$ cat src/rtl/wbcs_pkg.sv
// Shared types and constants for the white blob centroid steering block.
package wbcs_pkg;

  // Fixed field widths of the block's interface and datapath.
  localparam int unsigned PixW    = 8;
  localparam int unsigned CountW  = 21;
  localparam int unsigned SumW    = 30;
  localparam int unsigned ColOutW = 10;
  localparam int unsigned CfgIdxW = 3;
  localparam int unsigned CfgDatW = 21;
  localparam int unsigned IterW   = $clog2(SumW);

  // Configuration register indexes.
  localparam logic [CfgIdxW-1:0] RegFrameWidth   = 3'd0;
  localparam logic [CfgIdxW-1:0] RegBandFirstRow = 3'd1;
  localparam logic [CfgIdxW-1:0] RegBandLastRow  = 3'd2;
  localparam logic [CfgIdxW-1:0] RegWhiteLevel   = 3'd3;
  localparam logic [CfgIdxW-1:0] RegLeftBound    = 3'd4;
  localparam logic [CfgIdxW-1:0] RegRightBound   = 3'd5;
  localparam logic [CfgIdxW-1:0] RegNearCount    = 3'd6;

  // Register reset values.
  localparam logic [10:0]       FrameWidthRst   = 11'd800;
  localparam logic [9:0]        BandFirstRowRst = 10'd300;
  localparam logic [9:0]        BandLastRowRst  = 10'd499;
  localparam logic [PixW-1:0]   WhiteLevelRst   = 8'd255;
  localparam logic [9:0]        LeftBoundRst    = 10'd350;
  localparam logic [9:0]        RightBoundRst   = 10'd450;
  localparam logic [CountW-1:0] NearCountRst    = 21'd40000;

  // Largest centroid column that is reported.
  localparam logic [ColOutW-1:0] CenterMax = 10'd1023;

  // Steering codes.
  typedef enum logic [1:0] {
    STEER_STOP    = 2'd0,
    STEER_LEFT    = 2'd1,
    STEER_FORWARD = 2'd2,
    STEER_RIGHT   = 2'd3
  } steer_e;

  // Sequencer states.
  typedef enum logic [1:0] {
    ST_ACCUM  = 2'd0,
    ST_DIVIDE = 2'd1,
    ST_FINISH = 2'd2
  } state_e;

endpackage

$ cat src/rtl/white_blob_centroid_steer.sv
// Pixel stream centroid tracker: band accumulation, serial divide and steering decision.
// Pixels are accepted one per cycle while accumulating; a frame-end pixel starts a
// restoring divider that retires one quotient bit per cycle (skipped when no white pixel
// was found), and pixels are held off until the result is loaded into the output
// register. A result not yet taken holds the block in its last step. Reset (asynchronous,
// active low) clears counters, accumulators and the sequencer and loads the
// configuration registers with their default values.
module white_blob_centroid_steer #(
  parameter int unsigned MAX_WIDTH  = 1024,
  parameter int unsigned MAX_HEIGHT = 1024
) (
  input  logic                            clk_i,
  input  logic                            rst_ni,
  // Configuration write channel.
  input  logic                            cfg_valid_i,
  output logic                            cfg_ready_o,
  input  logic [wbcs_pkg::CfgIdxW-1:0]    cfg_index_i,
  input  logic [wbcs_pkg::CfgDatW-1:0]    cfg_data_i,
  // Pixel input channel.
  input  logic                            pix_valid_i,
  output logic                            pix_ready_o,
  input  logic [wbcs_pkg::PixW-1:0]       pixel_value_i,
  input  logic                            frame_end_i,
  // Result output channel.
  output logic                            res_valid_o,
  input  logic                            res_ready_i,
  output logic [1:0]                      steer_code_o,
  output logic [wbcs_pkg::ColOutW-1:0]    center_column_o,
  output logic [wbcs_pkg::CountW-1:0]     white_total_o
);

  localparam int unsigned CW = $clog2(MAX_WIDTH);
  localparam int unsigned RW = $clog2(MAX_HEIGHT);
  localparam int unsigned WW = (CW + 1 > 11) ? CW + 1 : 11;
  localparam int unsigned BW = (RW > 10) ? RW : 10;
  localparam int unsigned SW = wbcs_pkg::SumW;
  localparam int unsigned NW = wbcs_pkg::CountW;
  localparam int unsigned IW = wbcs_pkg::IterW;

  // Configuration registers.
  logic [10:0]                 frame_width_q;
  logic [9:0]                  band_first_q, band_last_q;
  logic [wbcs_pkg::PixW-1:0]   white_level_q;
  logic [9:0]                  left_bound_q, right_bound_q;
  logic [NW-1:0]               near_count_q;

  // Frame accumulators.
  logic [CW-1:0] col_q, col_d, col0;
  logic [RW-1:0] row_q, row_d, row0;
  logic [SW-1:0] sum_q, sum_d;
  logic [NW-1:0] count_q, count_d;

  // Divider and result registers.
  wbcs_pkg::state_e        state_q, state_d;
  logic [SW-1:0]           quo_q, quo_d;
  logic [NW-1:0]           rem_q, rem_d;
  logic [NW-1:0]           div_q;
  logic [IW-1:0]           iter_q, iter_d;
  logic                    res_valid_q;
  wbcs_pkg::steer_e        steer_q;
  logic [wbcs_pkg::ColOutW-1:0] center_q;
  logic [NW-1:0]           total_q;

  logic pix_xfer, cfg_xfer, load_result;

  assign cfg_ready_o = 1'b1;
  assign cfg_xfer    = cfg_valid_i && cfg_ready_o;
  assign pix_ready_o = (state_q == wbcs_pkg::ST_ACCUM);
  assign pix_xfer    = pix_valid_i && pix_ready_o;

  // Configuration register writes; unknown indexes are dropped.
  always_ff @(posedge clk_i or negedge rst_ni) begin
    if (!rst_ni) begin
      frame_width_q <= wbcs_pkg::FrameWidthRst;
      band_first_q  <= wbcs_pkg::BandFirstRowRst;
      band_last_q   <= wbcs_pkg::BandLastRowRst;
      white_level_q <= wbcs_pkg::WhiteLevelRst;
      left_bound_q  <= wbcs_pkg::LeftBoundRst;
      right_bound_q <= wbcs_pkg::RightBoundRst;
      near_count_q  <= wbcs_pkg::NearCountRst;
    end else if (cfg_xfer) begin
      case (cfg_index_i)
        wbcs_pkg::RegFrameWidth:   frame_width_q <= cfg_data_i[10:0];
        wbcs_pkg::RegBandFirstRow: band_first_q  <= cfg_data_i[9:0];
        wbcs_pkg::RegBandLastRow:  band_last_q   <= cfg_data_i[9:0];
        wbcs_pkg::RegWhiteLevel:   white_level_q <= cfg_data_i[wbcs_pkg::PixW-1:0];
        wbcs_pkg::RegLeftBound:    left_bound_q  <= cfg_data_i[9:0];
        wbcs_pkg::RegRightBound:   right_bound_q <= cfg_data_i[9:0];
        wbcs_pkg::RegNearCount:    near_count_q  <= cfg_data_i[NW-1:0];
        default: ;
      endcase
    end
  end

  // Row counter increment with wrap at the frame height.
  function automatic logic [RW-1:0] row_next(input logic [RW-1:0] row);
    if (row == RW'(MAX_HEIGHT - 1)) begin
      row_next = '0;
    end else begin
      row_next = row + 1'b1;
    end
  endfunction

  // Position tracking and band accumulation for one pixel.
  logic [WW-1:0] eff_width, col1;
  logic [SW:0]   sum_add;
  logic          in_band, is_white;

  always_comb begin
    // Clamp the programmed width into 1..MAX_WIDTH.
    eff_width = WW'(frame_width_q);
    if (eff_width == '0) begin
      eff_width = WW'(1);
    end else if (eff_width > WW'(MAX_WIDTH)) begin
      eff_width = WW'(MAX_WIDTH);
    end

    // A width lowered mid-row starts a new row first.
    if (WW'(col_q) >= eff_width) begin
      col0 = '0;
      row0 = row_next(row_q);
    end else begin
      col0 = col_q;
      row0 = row_q;
    end

    col1 = WW'(col0) + 1'b1;
    if (col1 >= eff_width) begin
      col_d = '0;
      row_d = row_next(row0);
    end else begin
      col_d = col1[CW-1:0];
      row_d = row0;
    end

    in_band  = (BW'(row0) >= BW'(band_first_q)) && (BW'(row0) <= BW'(band_last_q));
    is_white = in_band && (pixel_value_i == white_level_q);

    // Saturating sum and count.
    sum_add = {1'b0, sum_q} + (SW + 1)'(col0);
    sum_d   = sum_q;
    count_d = count_q;
    if (is_white) begin
      sum_d = sum_add[SW] ? '1 : sum_add[SW-1:0];
      if (count_q != '1) begin
        count_d = count_q + 1'b1;
      end
    end
  end

  always_ff @(posedge clk_i or negedge rst_ni) begin
    if (!rst_ni) begin
      col_q   <= '0;
      row_q   <= '0;
      sum_q   <= '0;
      count_q <= '0;
    end else if (pix_xfer) begin
      if (frame_end_i) begin
        col_q   <= '0;
        row_q   <= '0;
        sum_q   <= '0;
        count_q <= '0;
      end else begin
        col_q   <= col_d;
        row_q   <= row_d;
        sum_q   <= sum_d;
        count_q <= count_d;
      end
    end
  end

  // Restoring divide step: one trial subtract per cycle in the divide state.
  logic [NW:0] trial, trial_diff;
  logic        q_bit;

  assign trial      = {rem_q, quo_q[SW-1]};
  assign trial_diff = trial - {1'b0, div_q};
  assign q_bit      = !trial_diff[NW];

  // Sequencer: accumulate, divide (skipped when no white pixel was counted), then hand over the result.
  always_comb begin
    state_d     = state_q;
    iter_d      = iter_q;
    quo_d       = quo_q;
    rem_d       = rem_q;
    load_result = 1'b0;
    case (state_q)
      wbcs_pkg::ST_ACCUM: begin
        if (pix_xfer && frame_end_i) begin
          quo_d   = sum_d;
          rem_d   = '0;
          iter_d  = '0;
          state_d = (count_d == '0) ? wbcs_pkg::ST_FINISH : wbcs_pkg::ST_DIVIDE;
        end
      end
      wbcs_pkg::ST_DIVIDE: begin
        quo_d  = {quo_q[SW-2:0], q_bit};
        rem_d  = q_bit ? trial_diff[NW-1:0] : trial[NW-1:0];
        iter_d = iter_q + 1'b1;
        if (iter_q == IW'(SW - 1)) begin
          state_d = wbcs_pkg::ST_FINISH;
        end
      end
      wbcs_pkg::ST_FINISH: begin
        if (!res_valid_q || res_ready_i) begin
          load_result = 1'b1;
          state_d     = wbcs_pkg::ST_ACCUM;
        end
      end
      default: begin
        state_d = wbcs_pkg::ST_ACCUM;
      end
    endcase
  end

  always_ff @(posedge clk_i or negedge rst_ni) begin
    if (!rst_ni) begin
      state_q <= wbcs_pkg::ST_ACCUM;
      iter_q  <= '0;
    end else begin
      state_q <= state_d;
      iter_q  <= iter_d;
    end
  end

  // Divider datapath; the divisor is captured at the frame-end transfer.
  always_ff @(posedge clk_i) begin
    quo_q <= quo_d;
    rem_q <= rem_d;
    if (pix_xfer && frame_end_i) begin
      div_q <= count_d;
    end
  end

  // Steering decision from the clamped centroid.
  logic [wbcs_pkg::ColOutW-1:0] center_c;
  wbcs_pkg::steer_e             steer_c;

  always_comb begin
    if (div_q == '0) begin
      center_c = '0;
      steer_c  = wbcs_pkg::STEER_STOP;
    end else begin
      center_c = (quo_q > SW'(wbcs_pkg::CenterMax)) ? wbcs_pkg::CenterMax
                                                     : quo_q[wbcs_pkg::ColOutW-1:0];
      if (center_c < left_bound_q) begin
        steer_c = wbcs_pkg::STEER_LEFT;
      end else if (center_c < right_bound_q) begin
        steer_c = (div_q < near_count_q) ? wbcs_pkg::STEER_FORWARD : wbcs_pkg::STEER_STOP;
      end else begin
        steer_c = wbcs_pkg::STEER_RIGHT;
      end
    end
  end

  // Output register; a transfer frees it for the next frame.
  always_ff @(posedge clk_i or negedge rst_ni) begin
    if (!rst_ni) begin
      res_valid_q <= 1'b0;
    end else if (load_result) begin
      res_valid_q <= 1'b1;
    end else if (res_ready_i) begin
      res_valid_q <= 1'b0;
    end
  end

  always_ff @(posedge clk_i) begin
    if (load_result) begin
      steer_q  <= steer_c;
      center_q <= center_c;
      total_q  <= div_q;
    end
  end

  assign res_valid_o     = res_valid_q;
  assign steer_code_o    = steer_q;
  assign center_column_o = center_q;
  assign white_total_o   = total_q;

endmodule
$ cat config.mk
export PLATFORM = sky130hd
export DESIGN_NAME = white_blob_centroid_steer
export DESIGN_NICKNAME = d
export VERILOG_FILES = /design/src/rtl/wbcs_pkg.sv /design/src/rtl/white_blob_centroid_steer.sv
export SDC_FILE = /design/constraint.sdc
export NUM_CORES = 1
export LEC_CHECK = 0
export BUFFER_PORTS_ARGS = -buffer_cell sky130_fd_sc_hd__buf_2
export CAP_MARGIN = 20
export CORE_MARGIN = 2
export CORE_UTILIZATION = 63
export DETAILED_ROUTE_END_ITERATION = 12
export PLACE_DENSITY = 0.81
export SLEW_MARGIN = 20
export SYNTH_ARGS = -nofsm -noshare
export SYNTH_HDL_FRONTEND = slang
export SYNTH_SLANG_ARGS = --single-unit
$ cat constraint.sdc
create_clock -name clk_i -period 7.2 [get_ports clk_i]
set_clock_uncertainty 0.2 [all_clocks]
set_input_delay 0.72 -clock clk_i [delete_from_list [all_inputs] [get_ports clk_i]]
set_output_delay 0.72 -clock clk_i [all_outputs]
set_load 0.01 [all_outputs]
### Word-level counts from Yosys, hierarchy flattened

Index checks and enable logic that the tools add are counted.
Widths: inputs -> output; s select.

* add/subtract/negate cells: 7
* order comparisons: 9
* eq/ne operators: 16
* muxes and demuxes: 36
* reduce and logical (&&, ||, !) cells: 24

Operators by type and width (number)
* $mux 30: 4
* $mux 21: 5
* $mux 10: 9
* $pmux 30 s2: 1
* $logic_not 21->1: 2
* $pmux 21 s2: 1
* $add 30x10->31: 1
* $gt 30x10->1 const B: 1
* $mux 11: 2
* $sub 22x21->22: 1
* $add 21x1->21 const B: 1
* $lt 21x21->1: 1
* $ne 21x21->1 const B: 1
* $add 10x1->10 const B: 2
* $eq 10x10->1 const B: 2
* $lt 10x10->1: 2
* $reduce_and 2->1: 8
* $mux 2: 6
* $add 10x1->11 const B: 1
* $ge 10x11->1: 1
* $ge 11x11->1: 1
* $gt 11x11->1 const B: 1
* $logic_not 11->1: 1
* $ge 10x10->1: 1
* other kinds (23): 36

* register bits: 264
* input port bits: 38
* output and inout bits: 36

### Logic depth before layout (Yosys ltp)

Gate-level depths: netlist (run 1).

* word-level depth: 13
* gate-level depth with buffers: 27
* gate-level depth less buffers: 25

### Worst setup path after synthesis (run 1)

Ideal clock, no wire load.

* path kind: flip-flop to flip-flop
* start: reg frame_width_q[10]
* end: reg row_q[6]
* library setup time: 0.121 ns
* arrival: 5.217 ns
* slack: 1.662 ns
* cell stages (with the launch flop): 26
* cells stage by stage: dfrtp_1 -> inv_1 -> clkbuf_1 -> nand2_1 -> ha_1 -> a21oi_1 -> nand2_1 -> a21oi_1 -> a2bb2oi_2 -> clkbuf_1 -> clkbuf_1 -> nand2_1 -> inv_1 -> ha_1 -> and4_1 -> nand3_1 -> or3_1 -> xor2_1 -> inv_1 -> ha_1 -> o2111ai_1 -> o21ai_0 -> and2_1 -> o21ai_0 -> o31a_1 -> a22o_1

* word-level cells in the longest chain between the ends: 9
* elaborated cells on any way between the ends: 14
* classes of those cells: 2 x add/sub; 3 x order compare; 1 x eq/ne; 7 x mux; 1 x reduce/logical

RTL lines
* start, declared: line white_blob_centroid_steer.sv:41 `logic [10:0] frame_width_q;`
* start signal, assigned: line white_blob_centroid_steer.sv:74 `frame_width_q <= wbcs_pkg::FrameWidthRst;`
* start signal, assigned: line white_blob_centroid_steer.sv:83 `wbcs_pkg::RegFrameWidth: frame_width_q <= cfg_data_i[10:0];`
* $gt 11x11->1: line white_blob_centroid_steer.sv:114 `end else if (eff_width > WW'(MAX_WIDTH)) begin`
* $mux 11: line white_blob_centroid_steer.sv:114
* $mux 11 (*): line white_blob_centroid_steer.sv:112 `if (eff_width == '0) begin`
* $ge 10x11->1: line white_blob_centroid_steer.sv:119 `if (WW'(col_q) >= eff_width) begin`
* $mux 10: line white_blob_centroid_steer.sv:119
* $add 10x1->11, or another cell as far along: line white_blob_centroid_steer.sv:127 `col1 = WW'(col0) + 1'b1;`
* $ge 11x11->1 or $mux 10 (tied branches): line white_blob_centroid_steer.sv:128, white_blob_centroid_steer.sv:97
* $mux 10 (*): line white_blob_centroid_steer.sv:128 `if (col1 >= eff_width) begin`
* $mux 10 (*): line white_blob_centroid_steer.sv:158 `if (frame_end_i) begin`
* end signal, assigned: line white_blob_centroid_steer.sv:165 `row_q <= row_d;`
* end, declared: line white_blob_centroid_steer.sv:49 `logic [RW-1:0] row_q, row_d, row0;`

Every way passes the cells marked *; elsewhere a longest branch is shown, timed or not.
A chain may end at the register's enable or synchronous reset.

### Worst setup path after layout (run 1)

* start: reg frame_width_q[6]
* end: reg quo_q[24], data pin

* word-level cells in the longest chain between the ends: 11
* elaborated cells on any way between the ends: 16
* classes of those cells: 1 x add/sub; 4 x order compare; 8 x mux; 3 x reduce/logical

RTL lines
* $gt 11x11->1: line white_blob_centroid_steer.sv:114
* $mux 11: line white_blob_centroid_steer.sv:114
* $mux 11 (*): line white_blob_centroid_steer.sv:112
* $ge 10x11->1 (*): line white_blob_centroid_steer.sv:119
* parallel branches: the longest is 4 deep, another holds $add 30x10->31
* $mux 30 (*): line white_blob_centroid_steer.sv:143 `if (is_white) begin`
* $mux 30 (*): line white_blob_centroid_steer.sv:189 `if (pix_xfer && frame_end_i) begin`
* $pmux 30 s2 (*): line white_blob_centroid_steer.sv:187 `case (state_q)`
* net quo_d[24]: line white_blob_centroid_steer.sv:55 `logic [SW-1:0] quo_q, quo_d;`
* end signal, assigned: line white_blob_centroid_steer.sv:228 `quo_q <= quo_d;`
* end, declared: line white_blob_centroid_steer.sv:55

Mark *: on every way through the listed nets, which the timed path passes. The select of a mux whose other input is x is not followed.

==> results of run 1 <==
## report_power, final
part,switching (W),internal [W]
Sequential,0.000214,0.00200
Combinational,0.00111,0.000711
Clock,0.000637,0.000918
## path summary, 6_finish.rpt
check                           slack, ns              from          endpoint  depth (start not counted)
worst max-delay path                 0.81  frame_width_q[6]         quo_q[24]                         20
worst min-delay path                 0.09            rst_ni   left_bound_q[5]                          1
worst max register to register       0.81  frame_width_q[6]         quo_q[24]                         20
worst min register to register       0.30   left_bound_q[0]   left_bound_q[0]                          1
max in group asynchronous            5.32            rst_ni          col_q[6]                          2
min in group clk_i                   0.21    cfg_data_i[13]  near_count_q[13]                          2
## worst reg2reg max path: stages (launching register included)
cell	delay [ns]
sky130_fd_sc_hd__dfrtp_1	0.39
sky130_fd_sc_hd__nor4_1	0.35
sky130_fd_sc_hd__a31oi_1	0.15
sky130_fd_sc_hd__nor2_1	0.17
sky130_fd_sc_hd__ha_1	0.25
sky130_fd_sc_hd__nand2b_1	0.14
sky130_fd_sc_hd__a31oi_1	0.17
sky130_fd_sc_hd__o21ai_1	0.12
sky130_fd_sc_hd__a2bb2oi_2	0.65
sky130_fd_sc_hd__nor2_1	0.15
sky130_fd_sc_hd__a21oi_1	0.44
sky130_fd_sc_hd__ha_1	0.34
sky130_fd_sc_hd__a21o_1	0.19
sky130_fd_sc_hd__a21o_1	0.17
sky130_fd_sc_hd__a2111o_1	0.46
sky130_fd_sc_hd__a211oi_4	0.62
sky130_fd_sc_hd__buf_4	0.29
sky130_fd_sc_hd__o2111ai_1	0.31
sky130_fd_sc_hd__nor2_1	0.28
sky130_fd_sc_hd__xnor2_1	0.17
sky130_fd_sc_hd__a31oi_1	0.12
## cells in the mapped netlist (all sizes together) (42+ instances only)
library cell	instances
nand2	151
edfxtp	105
xnor2	51
o21ai	99
dfrtp	122
clkbuf	55
a21oi	69
inv	120
nor2	116
xor2	42
mux2	53
ha	116
## cells by family (layout without fill, tap and decap cells)
logic type               Yosys count  in the layout  synth area share [%]
flip-flops                       264            264                 44.50
AND/OR/NAND/NOR                  519            519                 16.31
multiplexers                      76             76                 5.150
other                              1              1               0.02325
XOR/XNOR                          93             93                 5.050
buffers and inverters            195            267                 4.701
adder cells (fa/ha/maj)          118            118                 9.246
AO/OA/AOI/OAI                    363            363                 15.02
## placed cells by master, fill, tap and decap left out, types with 8 or more instances in the layout
master	count
sky130_fd_sc_hd__clkbuf_16	30
sky130_fd_sc_hd__a22o_1	14
sky130_fd_sc_hd__dfrtp_1	122
sky130_fd_sc_hd__a211oi_1	9
sky130_fd_sc_hd__and2_1	21
sky130_fd_sc_hd__nor4_1	18
sky130_fd_sc_hd__a31oi_1	33
sky130_fd_sc_hd__or2_2	13
sky130_fd_sc_hd__nand2_1	148
sky130_fd_sc_hd__a21o_1	25
sky130_fd_sc_hd__nor2b_1	16
sky130_fd_sc_hd__o21ai_0	93
sky130_fd_sc_hd__nand3_1	39
sky130_fd_sc_hd__inv_1	119
sky130_fd_sc_hd__o31ai_1	23
sky130_fd_sc_hd__nand2b_1	24
sky130_fd_sc_hd__edfxtp_1	105
sky130_fd_sc_hd__mux2_2	53
sky130_fd_sc_hd__dfstp_2	37
sky130_fd_sc_hd__a21oi_1	68
sky130_fd_sc_hd__xnor2_1	51
sky130_fd_sc_hd__nor2_1	115
sky130_fd_sc_hd__mux2i_1	22
sky130_fd_sc_hd__buf_2	71
sky130_fd_sc_hd__ha_1	116
sky130_fd_sc_hd__buf_4	21
sky130_fd_sc_hd__o21a_1	10
sky130_fd_sc_hd__and3_1	22
sky130_fd_sc_hd__xor2_1	42
sky130_fd_sc_hd__o211ai_1	8
sky130_fd_sc_hd__nor3_1	30
sky130_fd_sc_hd__nand4_1	21
## per-layer routing
metal	share of wire [%]	wire length [microns]	global-route usage, %	up-vias
met2	47	18870	50.78	544
li1	-	-	-	5969
met3	6.9	2795	3.737	93
met1	43	17570	41.46	6151
met4	3.0	1207	9.729	0
met5	0	0	0	-
## per-stage QoR
stage / hold WS, ns / worst slack, ns / std cells / utilization, %
floorplan: 0.2244 / 1.662 / 1629 / -
global placement: 0.2848 / 1.035 / 1977 / 66.68
detailed placement: 0.2875 / 0.9705 / 1977 / 66.68
CTS: 0.1165 / 0.9439 / 2030 / 70.63
global route: 0.1468 / 0.5303 / 2031 / 70.74
finish: 0.08537 / 0.8088 / 2031 / 70.74
## final cells by class
class / count / area (sq um) / area share [%]
sequential: 264 / 7178 / 40.30
timing repair buffer: 94 / 551.8 / 3.098
tap: 330 / 412.9 / 2.318
clock buffer: 35 / 779.5 / 4.376
inverter: 120 / 450.4 / 2.529
clock inverter: 18 / 215.2 / 1.208
multi-input combinational: 1170 / 8225 / 46.18
## registers in the layout (all words and copies together) (netlist names), 2 cells and up
register	cells
count_q	21
center_column_o	10
rem_q	21
near_count_q	21
band_first_q	10
iter_q	5
col_q	10
state_q	2
row_q	10
left_bound_q	10
div_q	21
frame_width_q	11
quo_q	30
steer_code_o	2
white_total_o	21
right_bound_q	10
band_last_q	10
white_level_q	8
sum_q	30
==> results summary, run 1 <==
The number of vias after detailed routing came out at 12.76k. The quantity of I/O buffers inserted on ports is 72. STA classifies the critical path endpoint as a flop. The pin count of the biggest net entering global routing is between 90 and 100. The area of the die is 26900 sq um. Row generation in the floorplan step produced slightly below 60 rows. The maximum ir drop on the vdd rail is about 0.24 mV. The sum of negative setup slack is 0 ns. The worst-case headroom to the max-slew limit is 30.68%.

The placeable core area is approximately 25000 sq um. The share of the Yosys chip area taken by registers is between 40% and 50%. The DRC violation total after the first TritonRoute iteration is around 1.2k.

TritonCTS built the clock tree. The path type of the worst setup path is reg2reg. Counting along the longest clock path gives a buffer depth of 3. The routed via count divided by cell count is between 6 and 7. The post-route cell area is 17810 sq um. The mapped netlist covers roughly 16000 sq um.

In the finished design, the share of the clock period the worst path needs comes to 88.77%. The longest individual stage delay on the worst path is roughly 0.64 ns. The class of the worst hold path is in2async. The fraction of registers with async set/reset came out at about three fifths. The worst endpoint data arrival time came out at 6.45 ns. For this run, the total global-route usage over all layers was measured as a little over 30%. The top-area cell type share of the netlist area is ~20%. The synthesized net count is roughly 1.8k.

The data required time of the worst path came out at 7.26 ns. The slowest stage of the critical path belongs to the cell sky130_fd_sc_hd__a2bb2oi_2. The worst path needs between 6 and 7 ns of the cycle, external delays included. Summing internal, switching and leakage power gives approximately 0.0056 W. The total number of clock tree sinks is about 260. The total inserted antenna cells is 0.

For this design the top-level I/O count stands at 74. The share of cells above drive strength 1 is 16.28%. The top fanout value on the critical path came out at 18. The static leakage power came out at 7.719 nW. The max-capacitance violation count came out at 0.

Walking the worst path, the cells encountered are nor4_1, a31oi_1, nor2_1, ha_1, nand2b_1, a31oi_1, o21ai_1, a2bb2oi_2, nor2_1, a21oi_1, ha_1, a21o_1, a21o_1, a2111o_1, a211oi_4, buf_4, o2111ai_1, nor2_1, xnor2_1, a31oi_1. The average size of a mapped cell came out at ~10 sq um. The average detailed-routed wire length per instance is around 20 microns.

The clock insertion delay at the later pin of the skew report came out at between 0.5 and 0.6 ns. The number of distinct library cell variants in the gate-level netlist after synthesis came out at 90. The buffer and inverter count on the worst path came out at 1.

The number of setup violations in the final report is 0. After detailed routing, the total wire length is 40.44 mm. The aggregate global routing overflow came out at 0. The x dimension of the die is between 150 and 200 microns. The filler cells instantiated in the layout total roughly 1.8k. The final-report max-slew violation count came out at 0.

The total number of nets in the final design is about 1.8k. The number of gates resized after CTS is 0. STA classifies the critical path startpoint as a flop. The number of detailed-routing iterations run before antenna repair came out at 5. The first-pass GRT wire length came out at ~65 mm. Among cell families on the critical path, the largest total delay comes from compound AO/OA/AOI/OAI gates. The number of hold violations in the final report is 0. The number of hold-repair buffers added at the cts stage is 0. At the pin with the least slew margin, the transition time is 1.033 ns. The via count of the first global-routing pass is between 10k and 15k. The most used flip-flop cell after synthesis is sky130_fd_sc_hd__dfrtp_1.

The number of antenna violations at the first check in global routing is 0. The number of buffers inserted to repair setup after CTS is 0. The count of antenna-violating nets left after detailed routing is 0. The power density normalized to cell area came out at around 310 nW/um^2. The number of synthesized register bits came out at around 260. The Yosys step of the flow raised 0 warnings.

The die height came out at ~160 microns. Setup repair after global routing left no endpoint under its margin. The count of unresolved DRC violations after routing is 0. Buffers inserted during clock tree synthesis total 29. The highest clock frequency the design can meet came out at approximately 160 MHz. The clock-pin transition on the worst setup and hold timing paths is approximately 0.06 ns.

Once placement finished, the instance area stood at approximately 17000 sq um. In this run the number of H-tree levels came out at 1. The starting density of the core is around 64%. Yosys mapped a number of flops with a built-in enable equal to about 110.

The root buffer cell chosen for the clock tree is sky130_fd_sc_hd__clkbuf_16. The placer congestion estimate came out at 0.9071. The layout overhead on the synthesized area is 10.43%.

After synthesis, the cell types taking the most area are sky130_fd_sc_hd__edfxtp_1 (20%), sky130_fd_sc_hd__dfrtp_1 (19%), sky130_fd_sc_hd__ha_1 (9.0%). The run finished with clean final reports. Summed over all instances, the cell type with the most area after synthesis is sky130_fd_sc_hd__edfxtp_1.

The number of instances in the synthesized netlist came out at roughly 1.6k. Summed over all nets, the half-perimeter wirelength after detailed placement is around 28 mm.
Note: power is estimated with default switching activity, not from simulation.
==> run 2: changes to the inputs <==
--- a/config.mk
+++ b/config.mk
@@ -8,9 +8,9 @@
 export BUFFER_PORTS_ARGS = -buffer_cell sky130_fd_sc_hd__buf_2
 export CAP_MARGIN = 20
 export CORE_MARGIN = 2
-export CORE_UTILIZATION = 63
+export CORE_UTILIZATION = 55
 export DETAILED_ROUTE_END_ITERATION = 12
-export PLACE_DENSITY = 0.81
+export PLACE_DENSITY = 0.73
 export SLEW_MARGIN = 20
 export SYNTH_ARGS = -nofsm -noshare
 export SYNTH_HDL_FRONTEND = slang
==> results summary, run 2 (same netlist as run 1, synthesis figures left out) <==
In this run the critical register-to-register path is captured at quo_q[22]. The total number of clock tree sinks is 264 (unchanged). The first-pass GRT wire length came out at 64.63 mm (-0.23%). The final-layout fill cell count is 2340 (+32%). The sum of negative setup slack is 0 ns (unchanged). The final critical delay including setup and external delays came out at 6.676 ns (+0.2853 ns).

The count of antenna-violating nets left after detailed routing is 0 (unchanged). By startpoint and endpoint, the worst setup path is classified as reg2reg. The number of antenna violations at the first check in global routing came to 0 (unchanged). The data required time of the worst path was 7.29 ns (+0.03 ns).

The average detailed-routed wire length per instance was 19.08 microns (-4.2%). The max-capacitance violation count is 0 (unchanged). The number of vias after detailed routing is 12.39k (-2.9%). The worst setup path is launched from a flop. The placeable core area is 28780 sq um (+14%). The number of hold violations in the final report came to 0 (unchanged). The share of cells above drive strength 1 is 16.08% (-0.21 points). TritonCTS built the clock tree. The final cell count without fillers came out at 2082 (+2.5%). The post-detailed-routing wire length came out at 39.73 mm (-1.8%). The quantity of I/O buffers inserted on ports came out at 72 (unchanged). The number of setup violations in the final report came out at 0 (unchanged). The library cell used most frequently in the layout, excluding fill and tap cells, is sky130_fd_sc_hd__nand2_1.

The power density normalized to cell area is 314.0 nW/um^2 (+0.12%). The clock insertion delay at the later pin of the skew report is 0.56 ns (about the same). The total number of nets in the final design came out at 1831 (-0.22%). The sort of element at the end of the critical path is a flop. The number of buffers inserted to repair setup after CTS is 0 (unchanged).

The number of buffers created by CTS is 29 (unchanged). The die height came out at 175.3 microns (+6.9%). The flow ran to the end, and the final reports show no timing, DRC or antenna violations. The worst-case reg-to-reg path depth came out at 20 (unchanged). The number of placed I/O pins is 74 (unchanged).

The global-route total usage across every layer is 26.16% (-4.2 points). The maximum ir drop on the vdd rail came to 0.2192 mV (-8.4%). The cell area after placement came out at 16860 sq um (+0.42%).

The placer congestion estimate was 0.9026 (-0.50%). Setup repair after global routing left no endpoint under its margin. The row count is 62 (+6.9%).

The area of the die is 30710 sq um (+14%). The ratio of final minimum period to clock period came out at 92.73% (+4.0 points). The root buffer cell chosen for the clock tree is sky130_fd_sc_hd__clkbuf_16. The number of gates resized after CTS came to 0 (unchanged).

The clock-pin transition on the worst setup and hold timing paths came out at 0.06 ns (about the same). The measured slew at the worst slew-check pin is 1.103 ns (+0.07020 ns). The static leakage power came out at 7.726 nW (about the same). The final-report max-slew violation count came to 0 (unchanged).

The buffer depth of the longest clock path is 3 (unchanged). The routed via count divided by cell count came out at 5.951 (-5.3%). The starting density of the core came out at 56.05% (-8.0 points). The pin count of the biggest net entering global routing is 101 (+3.1%). The layout overhead on the synthesized area is 11.01%. The count of unresolved DRC violations after routing came out at 0 (unchanged). The top fanout value on the critical path came out at 18 (unchanged).

The worst endpoint data arrival time is 6.76 ns (+0.31 ns). The register area came out at 7178 sq um (unchanged). The register-to-register path setup slack came out at 0.52 ns (-0.29 ns). The largest registers in the layout are quo_q (30), sum_q (30). The DRC violation total after the first TritonRoute iteration came out at 1031 (-17%). The total placed cells including tap cells was 2028 (+2.6%). The via count of the first global-routing pass came out at 12.01k (-4.0%). The highest clock frequency the design can meet came to 149.8 MHz (-4.3%). The area of combinational cells with multiple inputs came out at 8234 sq um (+0.11%). The number of detailed-routing iterations run before antenna repair is 5 (unchanged).

The tightest min-delay check is of the in2async type. The detailed placer's ending HPWL was 28.01 mm (-0.57%). The worst-case headroom to the max-slew limit came to 25.97% (-4.7 points). Leaving out fill and tap cells, the most frequent cells in the layout are sky130_fd_sc_hd__nand2_1 (148), sky130_fd_sc_hd__dfrtp_1 (122), sky130_fd_sc_hd__inv_1 (119), sky130_fd_sc_hd__ha_1 (116), sky130_fd_sc_hd__nor2_1 (115). The number of hold-repair buffers added at the cts stage came out at 0 (unchanged). The maximum level of the CTS H-tree came out at 1 (unchanged).

The post-route cell area is 17910 sq um (+0.52%). The startpoint of the worst-slack reg-to-reg timing path is frame_width_q[6]. The total inserted antenna cells was 0 (unchanged).

The post-layout total power came to 0.005623 W (+0.64%). The x dimension of the die came out at 175.3 microns (+6.9%). The aggregate global routing overflow was 0 (unchanged).
## run 2: cell types whose count changed in the layout (fill, tap and decap cells not counted), sizes merged
cell    previous run  this run
buf               94        90
clkinv            11         7
bufinv             4         7
inv              120       122
## run 2: worst max path at each step
stage | start | endpoint | cells after the start
detailed placement | frame_width_q[6] | quo_q[22] | 19
finish | frame_width_q[6] | quo_q[22] | 20
global placement | frame_width_q[6] | quo_q[22] | 19
floorplan | frame_width_q[10] | row_q[6] | 25
CTS | frame_width_q[6] | quo_q[22] | 19
global route | frame_width_q[6] | quo_q[22] | 20
## run 2: area by class of cell
| type | instances | area share (%) |
|---|---|---|
| multi-input cells | 1170 | 45.99 |
| flip-flops and latches | 264 | 40.09 |
| inverters | 120 | 2.516 |
| clock inverters | 19 | 1.579 |
| repair buffers | 90 | 2.914 |
| well taps | 384 | 2.683 |
| clock buffers | 35 | 4.235 |
## run 2: critical path, cell delays in order, from the launching register on
cell	delay [ns]
sky130_fd_sc_hd__dfrtp_1	0.40
sky130_fd_sc_hd__nor4_1	0.37
sky130_fd_sc_hd__a31oi_1	0.16
sky130_fd_sc_hd__nor2_1	0.17
sky130_fd_sc_hd__ha_1	0.25
sky130_fd_sc_hd__nand2b_1	0.14
sky130_fd_sc_hd__a31oi_1	0.18
sky130_fd_sc_hd__o21ai_1	0.12
sky130_fd_sc_hd__a2bb2oi_2	0.56
sky130_fd_sc_hd__nor3_1	0.17
sky130_fd_sc_hd__xnor2_1	0.45
sky130_fd_sc_hd__inv_1	0.16
sky130_fd_sc_hd__ha_1	0.21
sky130_fd_sc_hd__a21oi_1	0.17
sky130_fd_sc_hd__o21ai_0	0.13
sky130_fd_sc_hd__a2111o_1	0.42
sky130_fd_sc_hd__a211oi_4	0.78
sky130_fd_sc_hd__o211ai_1	0.60
sky130_fd_sc_hd__nor3_1	0.48
sky130_fd_sc_hd__and3_1	0.21
sky130_fd_sc_hd__o31ai_1	0.07
## run 2: where the power goes
part | internal (W) | switching [W]
sequential | 0.00200 | 0.000209
combinational | 0.000705 | 0.00108
clock | 0.00100 | 0.000627
## run 2: stage by stage
| stage | utilization (%) | setup WS, ns | hold WS, ns |
|---|---|---|---|
| 2_1_floorplan | - | 1.662 | 0.2244 |
| 3_3_place_gp | 58.49 | 0.7468 | 0.2847 |
| 3_5_place_dp | 58.59 | 0.6191 | 0.2895 |
| 4_1_cts | 62.20 | 0.5646 | 0.1304 |
| 5_1_grt | 62.22 | 0.07853 | 0.1750 |
| 6_report | 62.22 | 0.5235 | 0.09571 |
## run 2: metal layers
layer	vias up	global-route usage [%]	share of wire, %
met5	-	0	0
li1	5959	-	-
met4	0	6.771	2.3
met3	73	2.835	5.4
met2	374	42.45	45
met1	5984	37.65	47
